==> src/rtl/remote_start_sequencer_assert.svh <==
// assertion macros used by the sequencer back end (rss_back)
`ifndef REMOTE_START_SEQUENCER_ASSERT_SVH
`define REMOTE_START_SEQUENCER_ASSERT_SVH

// condition holds at every clock edge outside reset
`define RSS_ASSERT(label, clk, rst, cond) \
   label: assert property (@(posedge clk) disable iff (rst) (cond)) \
      else $error("remote_start_sequencer assertion failed");

// antecedent in this cycle implies consequent in the next cycle
`define RSS_ASSERT_NEXT(label, clk, rst, ante, cons) \
   label: assert property (@(posedge clk) disable iff (rst) (ante) |=> (cons)) \
      else $error("remote_start_sequencer assertion failed");

`endif

==> src/rtl/rss_pkg.sv <==
// ----------------------------------------------------------------------------
// rss_pkg
// types, codes and helpers shared by the remote start sequencer modules
// ----------------------------------------------------------------------------
package rss_pkg;

   localparam int MAX_ACTS = 5;
   localparam int CNT_W    = 3;
   localparam int DUR_W    = 20;
   localparam int RPM_W    = 14;
   localparam int ADDR_W   = 5;
   localparam int DATA_W   = 32;
   localparam int Q_DEPTH  = 2;

   typedef enum logic [2:0] {
      OP_START  = 3'd0,
      OP_STOP   = 3'd1,
      OP_UPDATE = 3'd2,
      OP_TIMER  = 3'd3,
      OP_INFRA  = 3'd4,
      OP_RESET  = 3'd5
   } opcode_type;

   typedef enum logic [2:0] {
      ST_IDLE     = 3'd0,
      ST_AUTH     = 3'd1,
      ST_PREP     = 3'd2,
      ST_CRANK    = 3'd3,
      ST_RUN      = 3'd4,
      ST_STOPPING = 3'd5,
      ST_FAULT    = 3'd6
   } ctrl_state_type;

   typedef enum logic [3:0] {
      F_NONE          = 4'd0,
      F_INTERLOCK     = 4'd1,
      F_VEHICLE_COMM  = 4'd2,
      F_AUTH_TIMEOUT  = 4'd3,
      F_CRANK_TIMEOUT = 4'd4,
      F_STOP_TIMEOUT  = 4'd5,
      F_ACTUATOR      = 4'd6,
      F_TIMER         = 4'd7,
      F_INTERNAL      = 4'd8
   } fault_type;

   typedef enum logic [4:0] {
      A_NONE        = 5'd0,
      A_REQ_VEHICLE = 5'd1,
      A_IGNITION    = 5'd2,
      A_ENGAGE      = 5'd3,
      A_DISENGAGE   = 5'd4,
      A_SECURE      = 5'd5,
      A_ARM         = 5'd6,
      A_CANCEL      = 5'd7,
      A_PROFILE_REJ = 5'd8,
      A_START_ACC   = 5'd9,
      A_START_REJ   = 5'd10,
      A_RUNNING     = 5'd11,
      A_STOPPING    = 5'd12,
      A_STOPPED     = 5'd13,
      A_FAULT       = 5'd14,
      A_READY       = 5'd15,
      A_IGNORED     = 5'd16,
      A_RESET_REJ   = 5'd17
   } action_type;

   // register indexes on the configuration port
   typedef enum logic [2:0] {
      R_AUTH_TIMEOUT = 3'd0,
      R_PREP_DELAY   = 3'd1,
      R_CRANK_LIMIT  = 3'd2,
      R_RUN_LIMIT    = 3'd3,
      R_STOP_CONFIRM = 3'd4,
      R_RPM_LEVEL    = 3'd5,
      R_PROFILE      = 3'd6
   } reg_index_type;

   typedef struct packed {
      logic [2:0]       opcode;
      logic [3:0]       event_fault;
      logic             rpm_fresh;
      logic [RPM_W-1:0] engine_rpm;
      logic             crit_fault_fresh;
      logic             crit_fault_present;
      logic             start_safe;
      logic             crank_safe;
      logic             run_safe;
   } req_type;

   typedef struct packed {
      logic [4:0]       action;
      logic [DUR_W-1:0] duration_ms;
      logic [2:0]       prior_state;
      logic [2:0]       new_state;
      logic [3:0]       fault_now;
      logic             last;
   } rsp_type;

   typedef struct packed {
      logic [DUR_W-1:0] authorize_timeout_ms;
      logic [DUR_W-1:0] prepare_delay_ms;
      logic [DUR_W-1:0] crank_limit_ms;
      logic [DUR_W-1:0] run_limit_ms;
      logic [DUR_W-1:0] stop_confirm_ms;
      logic [RPM_W-1:0] running_rpm_level;
      logic             profile_ready;
   } cfg_type;

   typedef action_type [MAX_ACTS-1:0] act_list_type;

   // one classified event: its actions and the state it leaves
   typedef struct packed {
      act_list_type     acts;
      logic [CNT_W-1:0] count;
      logic [DUR_W-1:0] dur;
      ctrl_state_type   prior;
      ctrl_state_type   nxt;
      fault_type        fault;
   } plan_type;

   function automatic act_list_type act_list(input action_type a0, input action_type a1,
                                             input action_type a2, input action_type a3,
                                             input action_type a4);
      act_list_type l;
      l[0] = a0;
      l[1] = a1;
      l[2] = a2;
      l[3] = a3;
      l[4] = a4;
      return l;
   endfunction

endpackage

==> src/rtl/rss_front.sv <==
// ----------------------------------------------------------------------------
// rss_front
// accepts events, steps the controller state and emits one plan per event
// ----------------------------------------------------------------------------
module rss_front (
   input  logic             clock,
   input  logic             reset,
   input  rss_pkg::cfg_type cfg,
   input  logic             req_valid,
   output logic             req_ready,
   input  rss_pkg::req_type req_data,
   input  logic             q_full,
   output logic             push,
   output rss_pkg::plan_type plan
);

   rss_pkg::ctrl_state_type state_ff, state_in;
   rss_pkg::fault_type      fault_ff, fault_in;
   logic eng, rpm_low, crit_clear;
   rss_pkg::fault_type infra_fault;

   assign req_ready = !q_full;
   assign push      = req_valid && req_ready;

   assign eng        = req_data.rpm_fresh && (req_data.engine_rpm >= cfg.running_rpm_level);
   assign rpm_low    = req_data.rpm_fresh && !eng;
   assign crit_clear = req_data.crit_fault_fresh && !req_data.crit_fault_present;
   assign infra_fault = (req_data.event_fault == rss_pkg::F_NONE ||
                         req_data.event_fault > rss_pkg::F_INTERNAL) ?
                        rss_pkg::F_INTERNAL : rss_pkg::fault_type'(req_data.event_fault);

   always_comb begin
      rss_pkg::act_list_type fault_seq, stopped_seq, stopping_seq;
      logic to_fault;
      logic to_stopped;
      logic to_stopping;
      rss_pkg::fault_type new_fault;
      fault_seq    = rss_pkg::act_list(rss_pkg::A_CANCEL, rss_pkg::A_DISENGAGE,
                        rss_pkg::A_SECURE, rss_pkg::A_FAULT, rss_pkg::A_NONE);
      stopped_seq  = rss_pkg::act_list(rss_pkg::A_CANCEL, rss_pkg::A_DISENGAGE,
                        rss_pkg::A_SECURE, rss_pkg::A_STOPPED, rss_pkg::A_NONE);
      stopping_seq = rss_pkg::act_list(rss_pkg::A_CANCEL, rss_pkg::A_DISENGAGE,
                        rss_pkg::A_SECURE, rss_pkg::A_STOPPING, rss_pkg::A_ARM);
      to_fault    = 1'b0;
      to_stopped  = 1'b0;
      to_stopping = 1'b0;
      new_fault   = rss_pkg::F_INTERLOCK;
      state_in    = state_ff;
      fault_in    = fault_ff;
      plan.acts   = rss_pkg::act_list(rss_pkg::A_NONE, rss_pkg::A_NONE, rss_pkg::A_NONE,
                                      rss_pkg::A_NONE, rss_pkg::A_NONE);
      plan.count  = 3'd1;
      plan.dur    = '0;

      case (req_data.opcode)
         rss_pkg::OP_START: begin
            if (state_ff != rss_pkg::ST_IDLE) begin
               plan.acts[0] = rss_pkg::A_IGNORED;
            end else if (!cfg.profile_ready) begin
               plan.acts[0] = rss_pkg::A_SECURE;
               plan.acts[1] = rss_pkg::A_PROFILE_REJ;
               plan.count   = 3'd2;
            end else begin
               state_in     = rss_pkg::ST_AUTH;
               plan.acts[0] = rss_pkg::A_REQ_VEHICLE;
               plan.acts[1] = rss_pkg::A_ARM;
               plan.count   = 3'd2;
               plan.dur     = cfg.authorize_timeout_ms;
            end
         end
         rss_pkg::OP_STOP: begin
            case (state_ff)
               rss_pkg::ST_AUTH, rss_pkg::ST_PREP, rss_pkg::ST_CRANK: to_stopped = 1'b1;
               rss_pkg::ST_RUN: to_stopping = 1'b1;
               rss_pkg::ST_FAULT: begin
                  plan.acts[0] = rss_pkg::A_SECURE;
                  plan.acts[1] = rss_pkg::A_IGNORED;
                  plan.count   = 3'd2;
               end
               rss_pkg::ST_IDLE: plan.acts[0] = rss_pkg::A_STOPPED;
               default: plan.acts[0] = rss_pkg::A_IGNORED;
            endcase
         end
         rss_pkg::OP_UPDATE: begin
            case (state_ff)
               rss_pkg::ST_AUTH: begin
                  if (req_data.start_safe) begin
                     state_in   = rss_pkg::ST_PREP;
                     plan.acts  = rss_pkg::act_list(rss_pkg::A_CANCEL, rss_pkg::A_IGNITION,
                                    rss_pkg::A_START_ACC, rss_pkg::A_ARM, rss_pkg::A_NONE);
                     plan.count = 3'd4;
                     plan.dur   = cfg.prepare_delay_ms;
                  end else begin
                     state_in   = rss_pkg::ST_IDLE;
                     fault_in   = rss_pkg::F_NONE;
                     plan.acts  = rss_pkg::act_list(rss_pkg::A_CANCEL, rss_pkg::A_SECURE,
                                    rss_pkg::A_START_REJ, rss_pkg::A_NONE, rss_pkg::A_NONE);
                     plan.count = 3'd3;
                  end
               end
               rss_pkg::ST_PREP: to_fault = !req_data.start_safe;
               rss_pkg::ST_CRANK: begin
                  if (!req_data.crank_safe) begin
                     to_fault = 1'b1;
                  end else if (eng) begin
                     state_in   = rss_pkg::ST_RUN;
                     plan.acts  = rss_pkg::act_list(rss_pkg::A_CANCEL, rss_pkg::A_DISENGAGE,
                                    rss_pkg::A_RUNNING, rss_pkg::A_ARM, rss_pkg::A_NONE);
                     plan.count = 3'd4;
                     plan.dur   = cfg.run_limit_ms;
                  end
               end
               rss_pkg::ST_RUN: to_fault = !req_data.run_safe;
               rss_pkg::ST_STOPPING: to_stopped = rpm_low;
               default: ;
            endcase
         end
         rss_pkg::OP_TIMER: begin
            case (state_ff)
               rss_pkg::ST_AUTH: begin
                  to_fault  = 1'b1;
                  new_fault = rss_pkg::F_AUTH_TIMEOUT;
               end
               rss_pkg::ST_PREP: begin
                  if (req_data.start_safe) begin
                     state_in   = rss_pkg::ST_CRANK;
                     plan.acts  = rss_pkg::act_list(rss_pkg::A_CANCEL, rss_pkg::A_ENGAGE,
                                    rss_pkg::A_ARM, rss_pkg::A_NONE, rss_pkg::A_NONE);
                     plan.count = 3'd3;
                     plan.dur   = cfg.crank_limit_ms;
                  end else begin
                     to_fault = 1'b1;
                  end
               end
               rss_pkg::ST_CRANK: begin
                  to_fault  = 1'b1;
                  new_fault = rss_pkg::F_CRANK_TIMEOUT;
               end
               rss_pkg::ST_RUN: to_stopping = 1'b1;
               rss_pkg::ST_STOPPING: begin
                  to_fault  = 1'b1;
                  new_fault = rss_pkg::F_STOP_TIMEOUT;
               end
               default: ;
            endcase
         end
         rss_pkg::OP_INFRA: begin
            to_fault  = 1'b1;
            new_fault = infra_fault;
         end
         rss_pkg::OP_RESET: begin
            if (state_ff != rss_pkg::ST_FAULT) begin
               plan.acts[0] = rss_pkg::A_IGNORED;
            end else if (!rpm_low || !crit_clear) begin
               plan.acts[0] = rss_pkg::A_SECURE;
               plan.acts[1] = rss_pkg::A_RESET_REJ;
               plan.count   = 3'd2;
            end else begin
               state_in   = rss_pkg::ST_IDLE;
               fault_in   = rss_pkg::F_NONE;
               plan.acts  = rss_pkg::act_list(rss_pkg::A_CANCEL, rss_pkg::A_SECURE,
                              rss_pkg::A_READY, rss_pkg::A_NONE, rss_pkg::A_NONE);
               plan.count = 3'd3;
            end
         end
         default: ;
      endcase

      if (to_fault) begin
         state_in   = rss_pkg::ST_FAULT;
         fault_in   = new_fault;
         plan.acts  = fault_seq;
         plan.count = 3'd4;
      end else if (to_stopped) begin
         state_in   = rss_pkg::ST_IDLE;
         fault_in   = rss_pkg::F_NONE;
         plan.acts  = stopped_seq;
         plan.count = 3'd4;
      end else if (to_stopping) begin
         state_in   = rss_pkg::ST_STOPPING;
         plan.acts  = stopping_seq;
         plan.count = 3'd5;
         plan.dur   = cfg.stop_confirm_ms;
      end

      plan.prior = state_ff;
      plan.nxt   = state_in;
      plan.fault = fault_in;
   end

   always_ff @(posedge clock) begin
      if (reset) begin
         state_ff <= rss_pkg::ST_IDLE;
         fault_ff <= rss_pkg::F_NONE;
      end else if (push) begin
         state_ff <= state_in;
         fault_ff <= fault_in;
      end
   end

endmodule

==> src/rtl/rss_queue.sv <==
// ----------------------------------------------------------------------------
// rss_queue
// two-entry plan queue between the front and the back
// ----------------------------------------------------------------------------
module rss_queue (
   input  logic              clock,
   input  logic              reset,
   input  logic              push,
   input  rss_pkg::plan_type push_data,
   output logic              full,
   input  logic              pop,
   output logic              q_valid,
   output rss_pkg::plan_type q_data
);

   localparam int PtrW = $clog2(rss_pkg::Q_DEPTH);

   rss_pkg::plan_type mem [rss_pkg::Q_DEPTH];
   logic [PtrW-1:0] wr_ptr_ff, rd_ptr_ff;
   logic [PtrW:0]   used_ff, used_in;

   assign full    = (used_ff == (PtrW+1)'(rss_pkg::Q_DEPTH));
   assign q_valid = (used_ff != '0);
   assign q_data  = mem[rd_ptr_ff];

   always_comb begin
      used_in = used_ff;
      if (push && !pop) begin
         used_in = used_ff + 1'b1;
      end else if (pop && !push) begin
         used_in = used_ff - 1'b1;
      end
   end

   always_ff @(posedge clock) begin
      if (push) begin
         mem[wr_ptr_ff] <= push_data;
      end
   end

   always_ff @(posedge clock) begin
      if (reset) begin
         wr_ptr_ff <= '0;
         rd_ptr_ff <= '0;
         used_ff   <= '0;
      end else begin
         used_ff <= used_in;
         if (push) begin
            wr_ptr_ff <= wr_ptr_ff + 1'b1;
         end
         if (pop) begin
            rd_ptr_ff <= rd_ptr_ff + 1'b1;
         end
      end
   end

endmodule

==> src/rtl/rss_back.sv <==
// ----------------------------------------------------------------------------
// rss_back
// walks a plan one action per cycle into the registered response stage while rsp_ready does not stall it
// ----------------------------------------------------------------------------
`include "remote_start_sequencer_assert.svh"

module rss_back (
   input  logic              clock,
   input  logic              reset,
   input  logic              q_valid,
   input  rss_pkg::plan_type q_data,
   output logic              pop,
   output logic              rsp_valid,
   input  logic              rsp_ready,
   output rss_pkg::rsp_type  rsp_data
);

   rss_pkg::plan_type cur_ff;
   logic [rss_pkg::CNT_W-1:0] idx_ff;
   logic busy_ff;
   logic rsp_valid_ff;
   rss_pkg::rsp_type rsp_ff, rsp_in;
   logic adv, emit, last_item;

   assign adv       = !rsp_valid_ff || rsp_ready;
   assign emit      = busy_ff && adv;
   assign last_item = (idx_ff == cur_ff.count - 1'b1);
   assign pop       = q_valid && (!busy_ff || (emit && last_item));

   always_comb begin
      rsp_in.action      = cur_ff.acts[idx_ff];
      rsp_in.duration_ms = (cur_ff.acts[idx_ff] == rss_pkg::A_ARM) ? cur_ff.dur : '0;
      rsp_in.prior_state = cur_ff.prior;
      rsp_in.new_state   = cur_ff.nxt;
      rsp_in.fault_now   = cur_ff.fault;
      rsp_in.last        = last_item;
   end

   always_ff @(posedge clock) begin
      if (pop) begin
         cur_ff <= q_data;
      end
      if (emit) begin
         rsp_ff <= rsp_in;
      end
   end

   always_ff @(posedge clock) begin
      if (reset) begin
         busy_ff      <= 1'b0;
         idx_ff       <= '0;
         rsp_valid_ff <= 1'b0;
      end else begin
         if (emit) begin
            rsp_valid_ff <= 1'b1;
         end else if (rsp_ready) begin
            rsp_valid_ff <= 1'b0;
         end
         if (pop) begin
            busy_ff <= 1'b1;
            idx_ff  <= '0;
         end else if (emit) begin
            if (last_item) begin
               busy_ff <= 1'b0;
            end else begin
               idx_ff <= idx_ff + 1'b1;
            end
         end
      end
   end

   assign rsp_valid = rsp_valid_ff;
   assign rsp_data  = rsp_ff;

   `RSS_ASSERT(a_count_range, clock, reset,
      !busy_ff || (cur_ff.count != '0 && cur_ff.count <= 3'(rss_pkg::MAX_ACTS)))
   `RSS_ASSERT_NEXT(a_pop_restarts, clock, reset, pop, busy_ff && idx_ff == '0)
   `RSS_ASSERT_NEXT(a_mid_plan_busy, clock, reset, emit && !last_item,
      busy_ff && rsp_valid_ff && !rsp_ff.last)

endmodule

==> src/rtl/remote_start_sequencer.sv <==
// ----------------------------------------------------------------------------
// remote_start_sequencer
// remote engine start controller: one event in, a run of action items out
// ----------------------------------------------------------------------------
// usage
//  - req channel: one event per request (valid/ready), classified on accept
//  - rsp channel: one action item per transfer; the final item of an event
//    has last set, and every item carries prior state, new state and fault
//  - csr port: apb-style, seven registers at byte address 4*index, pready
//    always high, reads return the stored value zero-extended
//  - first item path: an accepted event's plan passes through the queue,
//    the back plan register and then the output register
//  - throughput: the back emits one item per cycle while rsp_ready does not
//    stall it, and an event carries 1 to 5 items; the front takes a request
//    each cycle while the two-entry plan queue has room
//  - reset (synchronous): state idle, fault none, registers zero, queue and
//    output stage empty
//  - rsp stall: the output register holds its item; the back waits, the
//    queue fills, and then req_ready drops until the back drains a plan
// ----------------------------------------------------------------------------
module remote_start_sequencer (
   input  logic                       clock,
   input  logic                       reset,
   input  logic                       req_valid,
   output logic                       req_ready,
   input  rss_pkg::req_type           req_data,
   output logic                       rsp_valid,
   input  logic                       rsp_ready,
   output rss_pkg::rsp_type           rsp_data,
   input  logic                       psel,
   input  logic                       penable,
   input  logic                       pwrite,
   input  logic [rss_pkg::ADDR_W-1:0] paddr,
   input  logic [rss_pkg::DATA_W-1:0] pwdata,
   output logic [rss_pkg::DATA_W-1:0] prdata,
   output logic                       pready
);

   rss_pkg::cfg_type  cfg_ff;
   rss_pkg::plan_type plan, q_data;
   logic push, pop, q_full, q_valid, csr_wr;
   rss_pkg::reg_index_type csr_idx;

   // configuration registers
   assign pready  = 1'b1;
   assign csr_wr  = psel && penable && pwrite && pready;
   assign csr_idx = rss_pkg::reg_index_type'(paddr[4:2]);

   always_ff @(posedge clock) begin
      if (reset) begin
         cfg_ff <= '0;
      end else if (csr_wr) begin
         case (csr_idx)
            rss_pkg::R_AUTH_TIMEOUT: cfg_ff.authorize_timeout_ms <= pwdata[19:0];
            rss_pkg::R_PREP_DELAY:   cfg_ff.prepare_delay_ms     <= pwdata[19:0];
            rss_pkg::R_CRANK_LIMIT:  cfg_ff.crank_limit_ms       <= pwdata[19:0];
            rss_pkg::R_RUN_LIMIT:    cfg_ff.run_limit_ms         <= pwdata[19:0];
            rss_pkg::R_STOP_CONFIRM: cfg_ff.stop_confirm_ms      <= pwdata[19:0];
            rss_pkg::R_RPM_LEVEL:    cfg_ff.running_rpm_level    <= pwdata[13:0];
            rss_pkg::R_PROFILE:      cfg_ff.profile_ready        <= pwdata[0];
            default: ;
         endcase
      end
   end

   // read mux, unmapped addresses read zero
   always_comb begin
      prdata = '0;
      case (csr_idx)
         rss_pkg::R_AUTH_TIMEOUT: prdata = 32'(cfg_ff.authorize_timeout_ms);
         rss_pkg::R_PREP_DELAY:   prdata = 32'(cfg_ff.prepare_delay_ms);
         rss_pkg::R_CRANK_LIMIT:  prdata = 32'(cfg_ff.crank_limit_ms);
         rss_pkg::R_RUN_LIMIT:    prdata = 32'(cfg_ff.run_limit_ms);
         rss_pkg::R_STOP_CONFIRM: prdata = 32'(cfg_ff.stop_confirm_ms);
         rss_pkg::R_RPM_LEVEL:    prdata = 32'(cfg_ff.running_rpm_level);
         rss_pkg::R_PROFILE:      prdata = 32'(cfg_ff.profile_ready);
         default:                 prdata = '0;
      endcase
   end

   // front: classify the request and step the controller state
   rss_front u_front (
      .clock     (clock),
      .reset     (reset),
      .cfg       (cfg_ff),
      .req_valid (req_valid),
      .req_ready (req_ready),
      .req_data  (req_data),
      .q_full    (q_full),
      .push      (push),
      .plan      (plan)
   );

   // plan queue decouples request acceptance from item delivery
   rss_queue u_queue (
      .clock     (clock),
      .reset     (reset),
      .push      (push),
      .push_data (plan),
      .full      (q_full),
      .pop       (pop),
      .q_valid   (q_valid),
      .q_data    (q_data)
   );

   // back: one action item per cycle into the output register while rsp_ready does not stall it
   rss_back u_back (
      .clock     (clock),
      .reset     (reset),
      .q_valid   (q_valid),
      .q_data    (q_data),
      .pop       (pop),
      .rsp_valid (rsp_valid),
      .rsp_ready (rsp_ready),
      .rsp_data  (rsp_data)
   );

endmodule
==> config.mk <==
export PLATFORM = sky130hd
export DESIGN_NAME = remote_start_sequencer
export DESIGN_NICKNAME = d
export VERILOG_FILES = /design/src/rtl/rss_pkg.sv /design/src/rtl/rss_front.sv /design/src/rtl/rss_queue.sv /design/src/rtl/rss_back.sv /design/src/rtl/remote_start_sequencer.sv
export VERILOG_INCLUDE_DIRS = /design/src /design/src/rtl
export SDC_FILE = /design/constraint.sdc
export NUM_CORES = 1
export LEC_CHECK = 0
export BUFFER_PORTS_ARGS = -buffer_cell sky130_fd_sc_hd__buf_2
export CAP_MARGIN = 5
export CORE_ASPECT_RATIO = 0.8
export CORE_MARGIN = 3
export CORE_UTILIZATION = 50
export CTS_BUF_LIST = sky130_fd_sc_hd__clkbuf_8
export CTS_CLUSTER_DIAMETER = 80
export DETAILED_ROUTE_END_ITERATION = 10
export PLACE_DENSITY = 0.69
export SYNTH_ARGS = -nofsm -noshare
export SYNTH_HDL_FRONTEND = slang
export SYNTH_HIERARCHICAL = 1
export SYNTH_SLANG_ARGS = --single-unit
==> constraint.sdc <==
create_clock -name clock -period 4.5 [get_ports clock]
set_input_delay 0.225 -clock clock [delete_from_list [all_inputs] [get_ports clock]]
set_output_delay 0.225 -clock clock [all_outputs]
set_load 0.01 [all_outputs]
# After elaboration in Yosys (flattened, before gate mapping)
# Memories as Yosys holds them, arrays and structs flattened. A register that Yosys moved wholly into a read port is not among the register bits.
# Index checks and enable logic that the tools add are counted.
# totals
reg_bits	167
mem_bits_rw	116
inputBits	71
n_memories	1
# classes
addsub	6
order_cmp	3
eq_ne	21
mux	76
bitwise_logic	1
reduce_logical	50
# mem_list
name	depth	width	read_ports	rd_clocked_by_memory_dff	write_ports	line	source
u_queue.mem	2	58	1	1	1	rss_queue.sv:18	rss_pkg::plan_type mem [rss_pkg::Q_DEPTH];
# ops
operator	n
two-way mux 48 bit	3
case mux 20 bit (7 select lines)	1
two-way mux 20 bit	5
case mux 48 bit (2 select lines)	1
case mux 13 bit (5 select lines)	1
case mux 20 bit (3 select lines)	1
two-way mux 28 bit	2
case mux 15 bit (3 select lines)	1
two-way mux 41 bit	1
two-way mux 13 bit	3
two-way mux 3 bit	12
two-way mux 36 bit	1
two-way mux 4 bit	8
two-way mux 5 bit	5
== test 3 bit, second input constant	8
two-way mux 23 bit	1
two-way mux 21 bit	1
== test 3 x 2 -> 1 bit, second input constant	6
AND reduction 2 bit	9
case mux 4 bit (2 select lines)	2
binary-select mux 5 bit (select 3 bit)	1
case mux 5 bit (3 select lines)	1
greater-or-equal comparator 14 bit	1
two-way mux 1 bit	13
30 further kinds	69

# Logic depth before layout (Yosys ltp)
# Gate-level depths: netlist (run 1).
# depth
depth_word	12
mapped_depth	10
ltp_nobuf	10

# Modules after synthesis
# Netlist (run 1), hierarchy kept.
# by_module_without_submodules
module	instances	cells_each	area_each_um2	seq_area_each_um2
remote_start_sequencer	1	537	5641.7	2302.2
rss_queue	1	202	4466.8	3583.4
rss_back	1	213	3837.4	2922.8
rss_front	1	319	2072.0	140.1

# Worst setup path after synthesis (run 1)
# Ideal clock, no wire load.
# synth_timing
kind	register to register
from	reg u_queue.used_ff[0]
to	mem u_queue/mem[0][0] (netlist name), enable pin
setup_time_ps	481
arrival_ps	3665
setup_slack_ps	354
path_stages_with_launch	6
path_buffers	0
synth_period_minus_slack_ps	4146
path_cell_list	dfxtp_1 -> and2b_2 -> inv_1 -> nand2_1 -> clkinv_1 -> nor2b_1
# synth_between
elab_chain_len	5
# synth_rtl
item	line	source
start: declaration	rss_queue.sv:20	logic [PtrW:0] used_ff, used_in;
start signal: assignment	rss_queue.sv:47	used_ff <= used_in;
== test 2 bit	rss_queue.sv:22	assign full = (used_ff == (PtrW+1)'(rss_pkg::Q_DEPTH));
named net q_full	remote_start_sequencer.sv:41	logic push, pop, q_full, q_valid, csr_wr;
logical NOT 1 bit	rss_front.sv:22	assign req_ready = !q_full;
named net req_ready	remote_start_sequencer.sv:25	output logic req_ready,
logical AND 1 bit	rss_front.sv:23	assign push = req_valid && req_ready;
named net push	remote_start_sequencer.sv:41	
two-way mux 1 bit	rss_queue.sv:36	if (push) begin
two-way mux 1 bit (implied by the code)	rss_queue.sv:37	mem[wr_ptr_ff] <= push_data;
end: declaration	rss_queue.sv:18	
# The timed path passes the listed nets, and every way through them passes these cells.

==> results of run 1 <==
area by class of cell:
| class | count | share of cell area (%) |
|---|---|---|
| Timing Repair Buffer | 134 | 4.28 |
| Sequential cell | 342 | 50.5 |
| Inverter | 33 | 0.699 |
| Clock inverter | 36 | 0.848 |
| Clock buffer | 61 | 4.74 |
| Tap cell | 413 | 2.92 |
| Multi-Input combinational cell | 812 | 36.0 |
metrics by stage:
step,area (um^2),setup WS [ps],instances,utilization (%)
floorplan,16100,354,1286,-
global placement,16700,1190,1730,53.9
detailed placement,16700,1160,1730,53.9
CTS,17700,1120,1831,57.2
global route,17700,950,1831,57.2
finish,17700,1060,1831,57.2
registers in the layout (all words and copies together), names as in the netlist, named ones only:
name / count
u_back/busy_ff: 1
u_back/rsp_data: 36
u_queue/rd_ptr_ff: 1
u_back/cur_ff: 58
u_queue/mem: 116
u_back/rsp_valid: 1
u_queue/wr_ptr_ff: 1
u_front/fault_ff: 4
cfg_ff: 115
u_front/state_ff: 3
u_back/idx_ff: 3
u_queue/used_ff: 2
worst paths after layout:
path,from,end,slack (ps),cells after the start
hold / removal,pwdata[18],cfg_ff[73]$_SDFFE_PP0P_,30,3
hold reg to reg,u_back/cur_ff[5]$_DFFE_PP_,u_back/rsp_data[6]$_DFFE_PP_,420,0
setup reg to reg,cfg_ff[6]$_SDFFE_PP0P_,u_queue/mem[0][18]$_DFFE_PP_,1060,8
setup / recovery,cfg_ff[6]$_SDFFE_PP0P_,u_queue/mem[0][18]$_DFFE_PP_,1060,8
layer usage:
| metal | part of all wire [%] | wire [um] | GRT usage, % | up-vias |
|---|---|---|---|---|
| met5 | 0 | 0 | 0 | - |
| met3 | 6.2 | 2240 | 3.70 | 61 |
| li1 | - | - | - | 4842 |
| met2 | 44 | 15700 | 30.8 | 310 |
| met4 | 2.0 | 728 | 5.99 | 0 |
| met1 | 48 | 17300 | 32.0 | 5038 |
cells by family (layout without fill, tap and decap cells):
| family | count (synthesis) | count (layout) |
|---|---|---|
| DFF | 342 | 342 |
| xor gates and xnor gates | 10 | 10 |
| and+or+nand+nor | 343 | 343 |
| buffers and inverters | 132 | 264 |
| AOI/OAI and AO/OA | 190 | 190 |
| other | 3 | 18 |
| muxes | 234 | 234 |
| adders and majority gates | 17 | 17 |
Yosys cell counts (all sizes together) (26+ instances only):
library cell  number  area [um^2]
inv               32          120
nor2              56          260
a22oi             52          404
mux2i            152         1520
dfxtp            132         2640
clkbuf            26         97.6
buf               73          563
mux2              81          991
nand2             54          234
edfxtp           210         6310
nand2b           143          895
power by group through the flow:
stage	registers (W)	clock network (W)	logic, W
2_1_floorplan	0.00443	0	0.00140
3_3_place_gp	0.00450	0	0.00176
6_report	0.00445	0.00241	0.00177
3_5_place_dp	0.00452	0	0.00179
5_1_grt	0.00452	0.00263	0.00195
4_1_cts	0.00446	0.00248	0.00180
critical path: stages, from the launching register on:
cell and delay [ps]:
dfxtp_1 350, inv_1 50, ha_1 310, nand4_1 100, o221ai_1 330, a211oi_2 310
or3_1 500, nor3_4 870, a21o_1 380
placed cells by master, fill, tap and decap left out, drive strengths merged, types with 14 or more instances in the layout:
cell type,instances
a21oi,22
nand2,54
clkbuf,61
nand2b,143
dfxtp,132
inv,53
a22oi,52
conb,18
mux2,81
edfxtp,210
clkinv,14
o211ai,22
a21o,21
nor2,56
o21ai,21
buf,130
nor3,16
ha,17
mux2i,152
==> impl_metrics.tcl, run 1 <==
set metrics [dict create \
    final.min_clock_period_ps 3440 \
    hold_class "in2reg" \
    synth_xor_area_share_pct 0.641 \
    postSynthCellCount 1271 \
    routed_via_density 5.60 \
    multi_input_area_um2 6370 \
    slew_violations 0 \
    wire_per_inst_um 19.6 \
    synthSimpleGateAreaFrac_pct 12.4 \
    total_power_w 0.00863 \
    dieArea_um2 34200 \
    cp.required_ps 4890 \
    clock_latency_ps 600 \
    crit_arrival_ps 3830 \
    ys.flop_type "edfxtp_1" \
    drive_gt1_share_pct 23.8 \
    power_density_nw_per_um2 487 \
    synth-seq-cells 342 \
    first_iter_violations 757 \
    clock-sinks 342 \
    synth_adder_area_share_pct 1.33 \
    clockBufferDepth 3 \
    drc 0 \
    cts_max_level 2 \
    status "complete, no violations" \
    setup_tns_ps 0 \
    synth_mux_area_share_pct 15.8 \
    fp.coreArea_um2 31000 \
    synth_top_family_by_area "multiplexers" \
    ant_nets 0 \
    antenna_found_initial 0 \
    grt_overflow 0 \
    grt_pass1_wl_um 56600 \
    cts_root_buf "clkbuf_8" \
    switchingPower_w 0.00252 \
    dpl.hpwl_um 23100 \
    synthArstFlopShare_pct 0 \
    whs_ps 33.2 \
    synthToLayoutAreaGrowth_pct 10.6 \
    numCtsBuffers 53 \
    placementRows 57 \
    rsz0062_at_grt "no" \
    io_pins 142 \
    seqPwrFrac_pct 51.5 \
    ys_warn_count 6 \
    seqCellArea_um2 8950 \
    grt_pass1_vias 10100 \
    antenna_cells 0 \
    wirelength_um 36000 \
    critPathMaxFanout 20 \
    p_int_w 0.00612 \
    finClkSkew_ps 39.2 \
    synth_edf_count 210 \
    vias 10300 \
    post_cts_resized 0 \
    combPwrFrac_pct 20.5 \
    end_kind "flop" \
    clock.fmax_ghz 0.291 \
    port_buffers 114 \
    p_leak_nw 7.34 \
    power_frac_clock_pct 28.0 \
    grt.total_usage_pct 21.0 \
    synth-compound-area-share_pct 9.01 \
    die_w_um 206 \
    grt_max_degree 72 \
    syn_area_per_cell_um2 12.6 \
    n_fill_cell 2597 \
    die_h_um 166 \
    syn_area_um2 16000 \
    cap_violations 0 \
    cts_tree "built" \
    synth_cell_types 80 \
    post-route-period-util_pct 76.5 \
    max-slew-margin-rel_pct 23.6 \
    cts_setup_buffers 0 \
    firstDrtPassIters 7 \
    nNetsFinal 1464 \
    ctsHoldBuffers 4 \
    start_util_pct 51.8 \
    tightest_slew_ps 1140 \
    setup_viol 0 \
    hold_viol 0 \
    peakVddDrop_v 0.000228 \
    globalplace.congestion 0.852 \
    crit_type "reg2reg" \
    yosysSeqAreaShare_pct 55.9 \
    cp-start-kind "flop" \
    swShare_pct 29.1 \
    clk_pin_slew_ps 60 \
]
Note: power is estimated with default switching activity, not from simulation.
==> inputs of run 2 (changes only) <==
==> constraint.sdc (replaced) <==
create_clock -name clock -period 3.3 [get_ports clock]
set_input_delay 0.165 -clock clock [delete_from_list [all_inputs] [get_ports clock]]
set_output_delay 0.165 -clock clock [all_outputs]
set_load 0.01 [all_outputs]
==> impl_metrics.tcl, run 2 (synthesis results as in run 1) <==
set metrics [dict create \
    status "complete, no violations" \
    clock-sinks 342 \
    finClkSkew_ps 30.1 \
    reg_top3 "u_queue/mem (116), cfg_ff (115), u_back/cur_ff (58)" \
    cts_tree "built" \
    setup_viol 0 \
    synthToLayoutAreaGrowth_pct 13.3 \
    max-slew-margin-rel_pct 22.9 \
    post-route-period-util_pct 92.3 \
    cp.required_ps 3610 \
    tightest_slew_ps 1150 \
    grt_pass1_vias 10200 \
    final_cell_mix "edfxtp_1, mux2i_1, nand2b_1" \
    wirelength_um 37100 \
    largest_reg_flops 116 \
    cap_violations 0 \
    grt.total_usage_pct 21.4 \
    ant_nets 0 \
    cts_root_buf "clkbuf_8" \
    io_pins 142 \
    design_area_um2 18100 \
    top_register "u_queue/mem" \
    clock_latency_ps 600 \
    final.min_clock_period_ps 3050 \
    final_common_cell "edfxtp_1" \
    firstDrtPassIters 5 \
    wire_per_inst_um 19.9 \
    dpl.hpwl_um 23900 \
    slew_violations 0 \
    grt_overflow 0 \
    die_w_um 206 \
    globalplace.congestion 0.883 \
    grt_max_degree 96 \
    p_leak_nw 7.55 \
    first_iter_violations 872 \
    clockBufferDepth 3 \
    power_density_nw_per_um2 669 \
    clk_pin_slew_ps 70 \
    dpl_cell_area_um2 16900 \
    start_util_pct 51.8 \
    cts_max_level 2 \
    clock.fmax_ghz 0.328 \
    routed_via_density 5.55 \
    antenna_found_initial 1 \
    rrSetupSlack_ps 250 \
    dieArea_um2 34200 \
    critPathMaxFanout 10 \
    hold_viol 0 \
    peakVddDrop_v 0.000506 \
    fp.coreArea_um2 31000 \
    vias 10400 \
    antenna_cells 0 \
    multi_input_area_um2 6390 \
    final_util_pct 58.6 \
    rsz0062_at_grt "no" \
    grt_pass1_wl_um 57800 \
    placementRows 57 \
    nNetsFinal 1497 \
    die_h_um 166 \
    crit_arrival_ps 3360 \
    end_kind "flop" \
    cp-start-kind "flop" \
    drive_gt1_share_pct 24.6 \
    seqCellArea_um2 8950 \
    n_fill_cell 2551 \
    port_buffers 114 \
    setup_tns_ps 0 \
    numCtsBuffers 54 \
    crit_type "reg2reg" \
    drc 0 \
    hold_class "in2reg" \
]
[run 2: cell types whose count changed in the layout (fill, tap and decap cells not counted), sizes merged]
cell and change:
buf +15, bufinv +2, clkinv +1, clkinvlp -2, dlygate4sd3 +16, inv +2
nor3 +1
[run 2: critical path, stage by stage, from the launching register on]
cell and delay [ps]:
dfxtp_1 350, inv_1 60, ha_1 280, a21oi_1 170, o221ai_1 220, a211oi_2 800
o2bb2ai_2 300, or4b_1 420, o21ai_1 140
[run 2: per-layer routing]
metal | vias up | global-route usage (%) | share of wire (%)
met1 | 4969 | 32.1 | 46
met3 | 78 | 4.80 | 7.9
met4 | 2 | 6.58 | 2.4
met5 | - | 0 | 0.019
met2 | 393 | 31.2 | 44
li1 | 4910 | - | -
[run 2: per-stage QoR]
step           hold slack (ps)  std cells  power [W]  worst slack [ps]
2_1_floorplan              234       1286    0.00792               145
3_3_place_gp               402       1745    0.00866               184
3_5_place_dp               405       1745    0.00872               158
4_1_cts                   8.51       1865     0.0123               122
5_1_grt                   30.6       1866     0.0128              84.1
6_report                  55.2       1866     0.0121               253
[run 2: where the power goes]
part | switching, W | internal [W]
clock | 0.00165 | 0.00186
sequential | 0.000267 | 0.00564
combinational | 0.00164 | 0.00108
total | 0.00355 | 0.00859
[run 2: repair_timing]
action / CTS / global route
endpoints found under the hold margin: 86 / 0
gates resized for setup: 0 / 1
setup buffers: 0 / 0
hold buffers: 20 / 0
setup endpoints to repair: 0 / 40
[run 2: final timing paths]
check	depth (start not counted)	start	to
worst max-delay path	8	cfg_ff[4]$_SDFFE_PP0P_	u_queue/mem[1][2]$_DFFE_PP_
worst min-delay path	2	req_data[26]	u_queue/mem[0][36]$_DFFE_PP_
worst min register to register	0	u_back/cur_ff[6]$_DFFE_PP_	u_back/rsp_data[7]$_DFFE_PP_
worst max register to register	8	cfg_ff[4]$_SDFFE_PP0P_	u_queue/mem[1][2]$_DFFE_PP_
[run 2: layout make-up]
type,instances,area share [%]
repair buffers,165,6.03
clock buffers,61,4.63
flip-flops and latches,342,49.3
clock inverters,39,1.26
inverters,33,0.683
multi-input cells,813,35.2
well taps,413,2.85
==> inputs of run 3 (changes only) <==
--- a/config.mk
+++ b/config.mk
@@ -6,7 +6,6 @@
 export SDC_FILE = /design/constraint.sdc
 export NUM_CORES = 1
 export LEC_CHECK = 0
-export BUFFER_PORTS_ARGS = -buffer_cell sky130_fd_sc_hd__buf_2
 export CAP_MARGIN = 5
 export CORE_ASPECT_RATIO = 0.8
 export CORE_MARGIN = 3
@@ -14,7 +13,9 @@
 export CTS_BUF_LIST = sky130_fd_sc_hd__clkbuf_8
 export CTS_CLUSTER_DIAMETER = 80
 export DETAILED_ROUTE_END_ITERATION = 10
-export PLACE_DENSITY = 0.69
+export DONT_BUFFER_PORTS = 1
+export PLACE_DENSITY = 0.65
+export SETUP_SLACK_MARGIN = 0.5
 export SYNTH_ARGS = -nofsm -noshare
 export SYNTH_HDL_FRONTEND = slang
 export SYNTH_HIERARCHICAL = 1
==> constraint.sdc (replaced) <==
create_clock -name clock -period 2.9 [get_ports clock]
set_input_delay 0.145 -clock clock [delete_from_list [all_inputs] [get_ports clock]]
set_output_delay 0.145 -clock clock [all_outputs]
set_load 0.01 [all_outputs]
==> impl_metrics.tcl, run 3 (synthesis results as in run 1) <==
set metrics [dict create \
    status "complete, no violations" \
    rsz0062_at_grt "yes" \
    rrSetupSlack_ps 400 \
    total_power_w 0.0138 \
    final_cell_mix "edfxtp_1, mux2i_1, nand2b_1" \
    final_common_cell "edfxtp_1" \
    reg_top3 "u_queue/mem (116), cfg_ff (115), u_back/cur_ff (58)" \
    post-route-period-util_pct 86.2 \
    seqPwrFrac_pct 49.7 \
    cp-startpoint "cfg_ff[1]$_SDFFE_PP0P_" \
    clock_latency_ps 590 \
    end_kind "flop" \
    port_buffers 0 \
    cp.required_ps 3400 \
    dpl_cell_area_um2 16300 \
    tightest_slew_ps 1150 \
    grt_pass1_vias 10600 \
    drive_gt1_share_pct 21.4 \
    clk_pin_slew_ps 70 \
    setup_viol 0 \
    combPwrFrac_pct 21.9 \
    synthToLayoutAreaGrowth_pct 17.2 \
    largest_reg_flops 116 \
    antenna_cells 0 \
    antenna_found_initial 0 \
    power_frac_clock_pct 28.4 \
    critPathMaxFanout 8 \
    dr_wl_met2_um 17400 \
    firstDrtPassIters 5 \
    highest_layer "met4" \
    routed_via_density 5.73 \
    grt_overflow 0 \
    r2r_start "cfg_ff[1]$_SDFFE_PP0P_" \
    swShare_pct 29.1 \
    met3_length_um 3620 \
    cts_root_buf "clkbuf_8" \
    max-slew-margin-rel_pct 22.9 \
    top_register "u_queue/mem" \
    endpoint "u_front/fault_ff[3]$_SDFFE_PP0P_" \
    fp.coreArea_um2 31000 \
    globalplace.congestion 0.882 \
    switchingPower_w 0.00402 \
    multi_input_area_um2 6640 \
    wl_met1_um 18200 \
    ant_nets 0 \
    grt_max_degree 119 \
    dieArea_um2 34200 \
    die_h_um 166 \
    die_w_um 206 \
    cts_max_level 2 \
    hold_class "in2reg" \
    drc 0 \
    crit_arrival_ps 3000 \
    grt_pass1_wl_um 61800 \
    r2r-end "u_front/fault_ff[3]$_SDFFE_PP0P_" \
    cp-start-kind "flop" \
    vias 10600 \
    peakVddDrop_v 0.000491 \
    design_area_um2 18800 \
    dpl.hpwl_um 23400 \
    hold_viol 0 \
    numCtsBuffers 53 \
    wire_per_inst_um 21.8 \
    cts_tree "built" \
    crit_type "reg2reg" \
    cap_violations 0 \
    power_density_nw_per_um2 734 \
    final.min_clock_period_ps 2500 \
    n_fill_cell 2461 \
    placementRows 57 \
    first_iter_violations 805 \
    slew_violations 0 \
    p_int_w 0.00977 \
    wirelength_um 40200 \
    reg2regPathDepth 10 \
    p_leak_nw 7.57 \
    clock-sinks 342 \
    grt.total_usage_pct 23.2 \
    start_util_pct 51.8 \
    io_pins 142 \
    seqCellArea_um2 8960 \
    clockBufferDepth 3 \
    nNetsFinal 1476 \
    clock.fmax_ghz 0.400 \
    finClkSkew_ps 15.8 \
]
## run 3: changes by cell type in the layout (fill, tap and decap cells not counted), sizes merged
cell,before,now
clkbuf,61,62
dlygate4sd3,20,93
inv,55,57
clkinv,15,12
clkinvlp,0,1
buf,145,50
## run 3: area by class of cell
cell class	count	area share (%)
flip-flops and latches	342	47.8
multi-input cells	813	35.4
repair buffers	145	7.96
clock buffers	60	4.40
well taps	413	2.75
clock inverters	39	1.12
inverters	33	0.666
## run 3: critical path: stages (launching register included)
cell	delay [ps]
dfxtp_2	340
ha_4	250
nand2b_4	120
a21oi_4	60
o221ai_2	250
a211oi_2	100
buf_4	170
buf_6	130
o2bb2ai_4	110
or4b_4	600
a311oi_2	280
## run 3: worst min path at each step
stage | startpoint | end | slack, ps | depth (start not counted)
after detailed placement | reset | u_back/rsp_valid$_SDFFE_PP0P_ | 250 | 1
final | penable | cfg_ff[75]$_SDFFE_PP0P_ | 50 | 3
after floorplan | reset | u_back/busy_ff$_SDFFE_PP0P_ | 210 | 1
after CTS | req_data[24] | u_queue/mem[0][1]$_DFFE_PP_ | 0.4 | 3
after global placement | reset | u_back/rsp_valid$_SDFFE_PP0P_ | 240 | 1
after global routing | reset | cfg_ff[100]$_SDFFE_PP0P_ | 30 | 2
## run 3: repair_timing
item,4_1_cts,5_1_grt
gates resized for setup,28,27
setup buffers,8,2
endpoints found under the setup margin,84,86
pin swaps,17,28
cloned,1,2
hold endpoints to repair,158,0
hold buffers,94,0
## run 3: metrics by stage
step	instances	setup slack, ps	utilization, %	TNS (ps)	hold WS [ps]
4_1_cts	1841	383	60.0	0	0.438
2_1_floorplan	1286	106	-	0	214
5_1_grt	1845	320	60.7	0	27.6
6_report	1845	399	60.7	0	45.5
3_5_place_dp	1639	-104	52.8	-3310	247
3_3_place_gp	1639	-50.3	52.8	-1860	245
## run 3: routing by layer
metal / track usage (%) / vias up
met2: 34.1 / 451
met1: 33.8 / 5146
met4: 6.73 / 0
met5: 0 / -
met3: 6.47 / 94
li1: - / 4876
## run 3: power by group through the flow
stage / combinational (W) / sequential [W] / clock [W]
6_report: 0.00302 / 0.00685 / 0.00392
5_1_grt: 0.00328 / 0.00694 / 0.00428
4_1_cts: 0.00295 / 0.00686 / 0.00403
3_5_place_dp: 0.00277 / 0.00696 / 0
3_3_place_gp: 0.00274 / 0.00693 / 0
2_1_floorplan: 0.00220 / 0.00683 / 0
